==> src/rtl/sha1md_pkg.sv <==
// Types, constants and round functions of the SHA-1 digest unit.
// Used by the datapath, the sequencer, the top level and the checker.
package sha1md_pkg;

    localparam int NUM_ROUNDS   = 80;
    localparam int NUM_WORDS    = 5;
    localparam int LEN_POS      = 56;

    localparam logic [2:0] LAST_WORD_IDX = 3'(NUM_WORDS - 1);
    localparam logic [7:0] PAD_MARK      = 8'h80;

    localparam logic [31:0] ROUND_K0 = 32'h5A827999;
    localparam logic [31:0] ROUND_K1 = 32'h6ED9EBA1;
    localparam logic [31:0] ROUND_K2 = 32'h8F1BBCDC;
    localparam logic [31:0] ROUND_K3 = 32'hCA62C1D6;

    localparam logic [4:0][31:0] CHAIN_INIT = {
        32'hC3D2E1F0, 32'h10325476, 32'h98BADCFE, 32'hEFCDAB89, 32'h67452301
    };

    typedef struct packed {
        logic [7:0] data_byte;
        logic       byte_present;
        logic       end_of_message;
    } t_in;

    typedef struct packed {
        logic [31:0] digest_word;
        logic [2:0]  word_index;
        logic        last_word;
    } t_out;

    // Commands from the sequencer to the datapath for one cycle.
    typedef struct packed {
        logic       push_byte;
        logic [7:0] byte_val;
        logic       load_work;
        logic       do_round;
        logic [6:0] round;
        logic       add_chain;
        logic       init_chain;
        logic [2:0] word_sel;
    } t_dp_cmd;

    function automatic logic [31:0] sha1md_f(
        input logic [6:0]  rnd,
        input logic [31:0] b,
        input logic [31:0] c,
        input logic [31:0] d
    );
        logic [31:0] f;
        if (rnd < 7'd20) begin
            f = (b & c) | (~b & d);
        end else if (rnd < 7'd40) begin
            f = b ^ c ^ d;
        end else if (rnd < 7'd60) begin
            f = (b & c) | (b & d) | (c & d);
        end else begin
            f = b ^ c ^ d;
        end
        return f;
    endfunction

    function automatic logic [31:0] sha1md_k(input logic [6:0] rnd);
        logic [31:0] k;
        if (rnd < 7'd20) begin
            k = ROUND_K0;
        end else if (rnd < 7'd40) begin
            k = ROUND_K1;
        end else if (rnd < 7'd60) begin
            k = ROUND_K2;
        end else begin
            k = ROUND_K3;
        end
        return k;
    endfunction

endpackage

==> src/rtl/sha1md_datapath.sv <==
// Round datapath of the SHA-1 digest unit: message window, working words,
// chaining words and the single shared round adder. Depends on sha1md_pkg.
module sha1md_datapath (
    input  logic                 i_clk,
    input  logic                 i_rst_n,
    input  sha1md_pkg::t_dp_cmd  i_cmd,
    output logic [31:0]          o_chain_word
);
    import sha1md_pkg::*;

    // Window word 0 is the oldest; bytes and new schedule words enter at word 15.
    logic [0:15][31:0] r_sched, n_sched;
    logic [511:0]      sched_flat;
    logic [4:0][31:0]  r_work, n_work;
    logic [4:0][31:0]  r_chain, n_chain;
    logic [31:0]       round_sum;
    logic [31:0]       sched_mix;

    assign sched_flat   = r_sched;
    assign o_chain_word = r_chain[i_cmd.word_sel];

    always_comb begin
        sched_mix = r_sched[13] ^ r_sched[8] ^ r_sched[2] ^ r_sched[0];
        round_sum = {r_work[0][26:0], r_work[0][31:27]}
                  + sha1md_f(i_cmd.round, r_work[1], r_work[2], r_work[3])
                  + r_work[4] + sha1md_k(i_cmd.round) + r_sched[0];

        n_sched = r_sched;
        n_work  = r_work;
        n_chain = r_chain;

        if (i_cmd.push_byte) begin
            n_sched = {sched_flat[503:0], i_cmd.byte_val};
        end
        if (i_cmd.load_work) begin
            n_work = r_chain;
        end
        if (i_cmd.do_round) begin
            n_work[4] = r_work[3];
            n_work[3] = r_work[2];
            n_work[2] = {r_work[1][1:0], r_work[1][31:2]};
            n_work[1] = r_work[0];
            n_work[0] = round_sum;
            n_sched   = {sched_flat[479:0], sched_mix[30:0], sched_mix[31]};
        end
        if (i_cmd.add_chain) begin
            for (int i = 0; i < NUM_WORDS; i++) begin
                n_chain[i] = r_chain[i] + r_work[i];
            end
        end
        if (i_cmd.init_chain) begin
            n_chain = CHAIN_INIT;
        end
    end

    always_ff @(posedge i_clk) begin
        if (!i_rst_n) begin
            r_chain <= CHAIN_INIT;
        end else begin
            r_chain <= n_chain;
        end
    end

    always_ff @(posedge i_clk) begin
        r_sched <= n_sched;
        r_work  <= n_work;
    end

endmodule

==> src/rtl/sha1md_ctrl.sv <==
// Sequencer of the SHA-1 digest unit: byte intake, padding, round count,
// bit length and result delivery. Depends on sha1md_pkg.
module sha1md_ctrl (
    input  logic                 i_clk,
    input  logic                 i_rst_n,
    input  logic                 i_in_valid,
    input  sha1md_pkg::t_in      i_in_data,
    output logic                 o_in_ready,
    output logic                 o_out_valid,
    input  logic                 i_out_ready,
    output sha1md_pkg::t_out     o_out_data,
    output sha1md_pkg::t_dp_cmd  o_cmd,
    input  logic [31:0]          i_chain_word
);
    import sha1md_pkg::*;

    typedef enum logic [5:0] {
        ST_IDLE   = 6'b000001,
        ST_PAD    = 6'b000010,
        ST_LOAD   = 6'b000100,
        ST_ROUND  = 6'b001000,
        ST_UPDATE = 6'b010000,
        ST_EMIT   = 6'b100000
    } t_state;

    t_state      r_state, n_state;
    logic [5:0]  r_fill, n_fill;
    logic [63:0] r_bits, n_bits;
    logic [6:0]  r_round, n_round;
    logic        r_final, n_final;
    logic        r_pad_first, n_pad_first;
    logic        r_extra, n_extra;
    logic        r_out_valid, n_out_valid;
    logic [2:0]  r_widx, n_widx;
    t_out        r_out, n_out;
    logic [63:0] len_shift;

    assign o_in_ready  = (r_state == ST_IDLE);
    assign o_out_valid = r_out_valid;
    assign o_out_data  = r_out;
    // The length byte at fill position 56 + j is byte j of the big-endian count.
    assign len_shift   = r_bits << {r_fill[2:0], 3'b000};

    always_comb begin
        n_state     = r_state;
        n_fill      = r_fill;
        n_bits      = r_bits;
        n_round     = r_round;
        n_final     = r_final;
        n_pad_first = r_pad_first;
        n_extra     = r_extra;
        n_out_valid = r_out_valid;
        n_widx      = r_widx;
        n_out       = r_out;
        o_cmd          = '0;
        o_cmd.round    = r_round;
        o_cmd.word_sel = r_widx;

        unique case (r_state)
            ST_IDLE: begin
                if (i_in_valid) begin
                    n_final     = i_in_data.end_of_message;
                    n_pad_first = i_in_data.end_of_message;
                    if (i_in_data.byte_present) begin
                        o_cmd.push_byte = 1'b1;
                        o_cmd.byte_val  = i_in_data.data_byte;
                        n_bits          = r_bits + 64'd8;
                        n_fill          = r_fill + 6'd1;
                    end
                    if (i_in_data.byte_present && (r_fill == 6'd63)) begin
                        n_state = ST_LOAD;
                    end else if (i_in_data.end_of_message) begin
                        n_state = ST_PAD;
                    end
                end
            end
            ST_PAD: begin
                o_cmd.push_byte = 1'b1;
                n_fill          = r_fill + 6'd1;
                if (r_pad_first) begin
                    o_cmd.byte_val = PAD_MARK;
                    n_pad_first    = 1'b0;
                    // No room left for the length: it goes in one more block.
                    n_extra        = (r_fill >= 6'(LEN_POS));
                end else if ((r_fill >= 6'(LEN_POS)) && !r_extra) begin
                    o_cmd.byte_val = len_shift[63:56];
                end else begin
                    o_cmd.byte_val = 8'h00;
                end
                if (r_fill == 6'd63) begin
                    n_state = ST_LOAD;
                end
            end
            ST_LOAD: begin
                o_cmd.load_work = 1'b1;
                n_round         = '0;
                n_state         = ST_ROUND;
            end
            ST_ROUND: begin
                o_cmd.do_round = 1'b1;
                n_round        = r_round + 7'd1;
                if (r_round == 7'(NUM_ROUNDS - 1)) begin
                    n_state = ST_UPDATE;
                end
            end
            ST_UPDATE: begin
                o_cmd.add_chain = 1'b1;
                if (!r_final) begin
                    n_state = ST_IDLE;
                end else if (r_pad_first || r_extra) begin
                    n_extra = 1'b0;
                    n_state = ST_PAD;
                end else begin
                    n_widx      = '0;
                    n_out_valid = 1'b0;
                    n_state     = ST_EMIT;
                end
            end
            ST_EMIT: begin
                if (!r_out_valid) begin
                    n_out.digest_word = i_chain_word;
                    n_out.word_index  = r_widx;
                    n_out.last_word   = (r_widx == LAST_WORD_IDX);
                    n_out_valid       = 1'b1;
                end else if (i_out_ready) begin
                    n_out_valid = 1'b0;
                    if (r_widx == LAST_WORD_IDX) begin
                        o_cmd.init_chain = 1'b1;
                        n_bits           = '0;
                        n_fill           = '0;
                        n_final          = 1'b0;
                        n_state          = ST_IDLE;
                    end else begin
                        n_widx = r_widx + 3'd1;
                    end
                end
            end
            default: begin
                n_state = ST_IDLE;
            end
        endcase
    end

    always_ff @(posedge i_clk) begin
        if (!i_rst_n) begin
            r_state     <= ST_IDLE;
            r_fill      <= '0;
            r_bits      <= '0;
            r_round     <= '0;
            r_final     <= 1'b0;
            r_pad_first <= 1'b0;
            r_extra     <= 1'b0;
            r_out_valid <= 1'b0;
            r_widx      <= '0;
        end else begin
            r_state     <= n_state;
            r_fill      <= n_fill;
            r_bits      <= n_bits;
            r_round     <= n_round;
            r_final     <= n_final;
            r_pad_first <= n_pad_first;
            r_extra     <= n_extra;
            r_out_valid <= n_out_valid;
            r_widx      <= n_widx;
        end
    end

    always_ff @(posedge i_clk) begin
        r_out <= n_out;
    end

endmodule

==> src/rtl/sha1_message_digest_unit.sv <==
// Top level of the SHA-1 digest unit: sequencer plus round datapath.
// Depends on sha1md_pkg, sha1md_ctrl and sha1md_datapath.

// Takes one message byte per input transfer, with an end mark on the last
// transfer of a message (a transfer with no byte may carry the end mark, which
// also yields the digest of the empty message). A byte that does not complete
// a 64-byte block and carries no end mark leaves the input ready. The byte
// that completes a block starts a compression: the working words are loaded,
// 80 rounds run through the single round adder, and the result is folded into
// the chaining words; the ready output is low meanwhile. The end mark pads one
// byte per cycle up to the end of the block (one or two blocks, each followed
// by a compression), then the five digest words h0..h4 come out as five
// transfers, each presented only after the previous one is taken; the fifth
// carries last_word. After that transfer the unit is ready for the next message.
module sha1_message_digest_unit (
    input  logic              i_clk,
    input  logic              i_rst_n,
    input  logic              i_in_valid,
    output logic              o_in_ready,
    input  sha1md_pkg::t_in   i_in_data,
    output logic              o_out_valid,
    input  logic              i_out_ready,
    output sha1md_pkg::t_out  o_out_data
);
    import sha1md_pkg::*;

    t_dp_cmd     dp_cmd;
    logic [31:0] chain_word;

    sha1md_ctrl u_ctrl (
        .i_clk        (i_clk),
        .i_rst_n      (i_rst_n),
        .i_in_valid   (i_in_valid),
        .i_in_data    (i_in_data),
        .o_in_ready   (o_in_ready),
        .o_out_valid  (o_out_valid),
        .i_out_ready  (i_out_ready),
        .o_out_data   (o_out_data),
        .o_cmd        (dp_cmd),
        .i_chain_word (chain_word)
    );

    sha1md_datapath u_datapath (
        .i_clk        (i_clk),
        .i_rst_n      (i_rst_n),
        .i_cmd        (dp_cmd),
        .o_chain_word (chain_word)
    );

endmodule

==> config.mk <==
export PLATFORM = sky130hd
export DESIGN_NAME = sha1_message_digest_unit
export DESIGN_NICKNAME = d
export VERILOG_FILES = /design/src/rtl/sha1md_pkg.sv /design/src/rtl/sha1md_datapath.sv /design/src/rtl/sha1md_ctrl.sv /design/src/rtl/sha1_message_digest_unit.sv
export SDC_FILE = /design/constraint.sdc
export NUM_CORES = 2
export LEC_CHECK = 0
export ABC_CLOCK_PERIOD_IN_PS = 43100
export BUFFER_PORTS_ARGS = -buffer_cell sky130_fd_sc_hd__clkbuf_2
export CAP_MARGIN = 40
export CORE_ASPECT_RATIO = 0.75
export CORE_UTILIZATION = 65
export CTS_CLUSTER_DIAMETER = 30
export CTS_CLUSTER_SIZE = 25
export DETAILED_ROUTE_END_ITERATION = 10
export PLACE_DENSITY_LB_ADDON = 0.2
export SETUP_SLACK_MARGIN = 0.1
export SLEW_MARGIN = 25
export SYNTH_ARGS = -nofsm -noshare
export SYNTH_HDL_FRONTEND = slang
export SYNTH_SLANG_ARGS = --single-unit
==> constraint.sdc <==
create_clock -name i_clk -period 43.1 [get_ports i_clk]
set_clock_uncertainty 0.15 [all_clocks]
set_input_delay 6.465 -clock i_clk [delete_from_list [all_inputs] [get_ports i_clk]]
set_output_delay 6.465 -clock i_clk [all_outputs]
set_load 0.01 [all_outputs]
==> results list <==
- Run status: complete, no violations
* Combinational group share of total power: 12.8%
- Buffers inserted during clock tree synthesis total 164.
- Detailed placement finished with a half-perimeter wire length of just under 100,000 µm.
* Worst path cell trace: clkbuf_2, and3_1, inv_1, nand3_4, buf_4, buf_12, buf_4, buf_16, buf_4, buf_12
* Number of nets with antenna violations after routing: 0
* Clock latency at the later pin of the worst-skew pair: approximately 0.76 ns
- Hold repair after CTS inserted 0 buffers.
- Final-layout setup total negative slack: 0 ns
- Slew of the pin with the lowest slew margin: between 1 and 1.5 ns
- TritonCTS built the clock tree.
* Total of warnings raised by yosys: 0
- Sorting the synthesized cells by area gives the leading types as sky130_fd_sc_hd__edfxtp_1 (39%), sky130_fd_sc_hd__nand2_1 (15%), sky130_fd_sc_hd__dfxtp_1 (9.2%), sky130_fd_sc_hd__ha_1 (5.2%), sky130_fd_sc_hd__fa_1 (4.6%).
- Net switching is between 20% and 30% of the power.
- The tree built by TritonCTS fans out to ~960 sinks.
* PortBufs: 51
* Data required time of the critical path: 43.38 ns
* Biggest cell delay along the critical path: ~0.58 ns
* Smallest setup slack after layout: between 30 and 40 ns
- Placer congestion estimate: 0.992
* Number of instances resized during post-cts repair: 0
* Area used by multi-input combinational logic: roughly 26,000 µm²
- The cell area that synthesis handed to floorplanning was about 54,000 µm².
- The synthesized design spends more area on one cell type than any other, namely sky130_fd_sc_hd__edfxtp_1.
- Width of the die: between 300 and 400 µm
- Most common cell on crit path: sky130_fd_sc_hd__buf_4
* Count of final setup violators: 0
* Leading cell type in the layout, fill and taps excluded: sky130_fd_sc_hd__nand2_1
- Synthesis-to-layout area growth: 13.5%
- Along the worst path, the maximum fanout reaches 58.
- # H-tree levels: 4
- Cell with the largest stage delay on the worst path: sky130_fd_sc_hd__buf_4
- Synthesis inferred around 960 register bits.
- Critical path launch point type: input port
- For this run, asynchronously set or reset flops after synthesis account for 0%.
- Highest Clock Rate: ~100 MHz
* Count of pins over their slew limit: 0
- In the synthesized netlist the dominant register cell turns out to be sky130_fd_sc_hd__edfxtp_1.
* Area share of the largest cell type after synthesis: between 30% and 40%
* CTS root buffer: sky130_fd_sc_hd__clkbuf_16
- The share of total power dissipated in sequential elements is 42.1%.
- IR analysis of the VDD net gives a maximum drop of 0.0395 mV.
- Global routing used 34.9% of the available tracks.
* Commonest non-fill, non-tap cells in the layout: sky130_fd_sc_hd__nand2_1 (2,111), sky130_fd_sc_hd__edfxtp_1 (708), sky130_fd_sc_hd__o21ai_0 (286)
- GRT Residual Overflow: 0
* Power density over the cells: between 40 and 50 nW/µm²
* CP arrival: 10.11 ns
* Num rows: 91
- In this run the power spent charging and discharging nets is 0.825 mW.
- Initial standard-cell utilization of the core: between 60% and 70%
- Buffers inserted by post-CTS timing repair: 0
- Number of enable flip-flop cells after synthesis: a little over 700
- In this run the worst setup path begins at i_in_valid.
- Of the cells placed in the final design, the portion with a size suffix greater than 1 is 8.27%.
* Total vias in the final route: 42,842
* Worst-case hold slack: between 0.3 and 0.4 ns
- The number of hold violations in the final report came to 0.
- Timing analysis after detailed placement gives a worst setup slack of about 32 ns.
- The first routing iteration left between 5,000 and 6,000 violations.
- Setup repair after global routing left no endpoint under its margin.
- Sequential cell area: 26,200 µm²
- Synthesis produced a little under 6,000 cells.
- Number of nets produced by synthesis: 6,136
- Number of vias per cell: just over 6
* Core footprint: around 82,000 µm²
- After clock tree synthesis, the clock-pin slew on the worst setup and hold paths is 0.05 ns.
- The via count of the first global-routing pass is ~39,000.
- The clock network is responsible for between 40% and 50% of the overall power.
- In this run the vertical extent of the chip is about 250 µm.
* Floorplan die area: ~84,000 µm²
* Netlist cell types: 81
- Internal power component: between 2 and 2.5 mW
* Maximum number of pins on one net before global-route repair: roughly 230
- Sequential share of the synthesized area: about half
- Final min period: slightly below 10 ns
- Detailed-route wire length per cell: approximately 21 µm
* Final nets: just over 6,000
* Number of remaining DRC errors: 0
- Crit end category: flop
* Mapped Avg Cell Area: between 9 and 10 µm²
- Relative slew slack: around a quarter
- In this run the most critical hold path is launched from u_datapath.r_chain[122].
- Leakage: roughly 26 nW
- Global-route wire length before repair: between 200,000 and 250,000 µm
* Reg2reg start: u_ctrl.r_round[3]
- Count of maximum capacitance violations: 0
* Type of the setup path with the least slack: input port to flop
- Antenna violations before repair: 2
- Worst-case clock buffer depth: 3
* Filler instances: around 5,600
- Drt total wl: about 150,000 µm
* Overall power consumption: 2.93 mW
- 52 I/O pins were placed.
* First-pass detailed-route iteration total: 8
* Hold/Removal Path Class: flop to flop
* Crit share post-route: 22.8%
[worst max-delay path, delay by kind of cell]
family                 cells  cell delay (ns)
AND/OR/NAND/NOR            2             0.91
buffers and inverters      8             2.64
[through the flow]
stage,cell area [µm²],util (%),instances
final,61200,74.5,7079
after global routing,61100,74.5,7076
after CTS,61000,74.4,7068
after detailed placement,55400,67.5,6760
after global placement,55100,67.1,6743
after floorplan,53900,-,5772
[area by class of cell]
class | count | share of cell area, %
well taps | 1116 | 2.28
multi-input cells | 4322 | 42.3
diodes | 3 | 0.0123
flip-flops and latches | 955 | 42.9
repair buffers | 125 | 1.77
clock buffers | 182 | 6.95
inverters | 250 | 1.54
clock inverters | 126 | 2.29
[power groups by stage]
stage / clock [mW] / sequential [mW] / combinational (mW)
final: 1.32 / 1.23 / 0.375
after global routing: 1.37 / 1.24 / 0.413
after CTS: 1.33 / 1.23 / 0.368
after detailed placement: 0 / 1.25 / 0.362
after global placement: 0 / 1.25 / 0.340
after floorplan: 0 / 1.32 / 0.259
[logic make-up after synthesis]
logic type,after synthesis,share of synthesized area (%)
AND/OR/NAND/NOR,2706,20.5
flip-flops,955,48.6
AO/OA/AOI/OAI,901,10.4
buffers and inverters,495,3.46
adder cells (fa/ha/maj),350,9.86
XOR/XNOR,297,4.83
multiplexers,68,2.32
[registers in the layout, indices dropped and copies added, names as in the netlist]
register            cells
u_ctrl.r_bits          61
u_ctrl.o_out_data      36
u_ctrl.r_widx           3
u_datapath.r_sched    512
u_ctrl.o_out_valid      1
u_ctrl.r_fill           6
u_datapath.r_chain    160
u_ctrl.r_pad_first      1
u_ctrl.r_state          6
u_ctrl.r_round          7
u_ctrl.r_final          1
u_datapath.r_work     160
u_ctrl.r_extra          1
[synth_stat cells (all sizes together), types with 45 or more instances]
| master | number |
|---|---|
| xor2 | 95 |
| clkbuf | 232 |
| nand2 | 2111 |
| ha | 226 |
| xnor2 | 202 |
| nor2 | 231 |
| o211ai | 45 |
| mux4 | 45 |
| a21o | 79 |
| nand3 | 65 |
| a21oi | 236 |
| dfxtp | 247 |
| inv | 249 |
| edfxtp | 708 |
| nor2b | 62 |
| o21ai | 292 |
| fa | 124 |
[final timing paths]
check | depth (start not counted) | slack (ns) | to
worst max register to register | 25 | 35.44 | u_datapath.r_work[31]
worst min-delay path | 2 | 0.34 | u_datapath.r_chain[122]
worst max-delay path | 10 | 33.27 | u_datapath.r_sched[228]
worst min register to register | 2 | 0.34 | u_datapath.r_chain[122]
[routing by layer]
metal / global-route usage (%) / routed length [µm]
met2: 47.7 / 61000
met5: 0 / 0
met1: 53.0 / 63000
met4: 10.8 / 3560
met3: 10.6 / 19800
(Power assumes the default switching activity.)
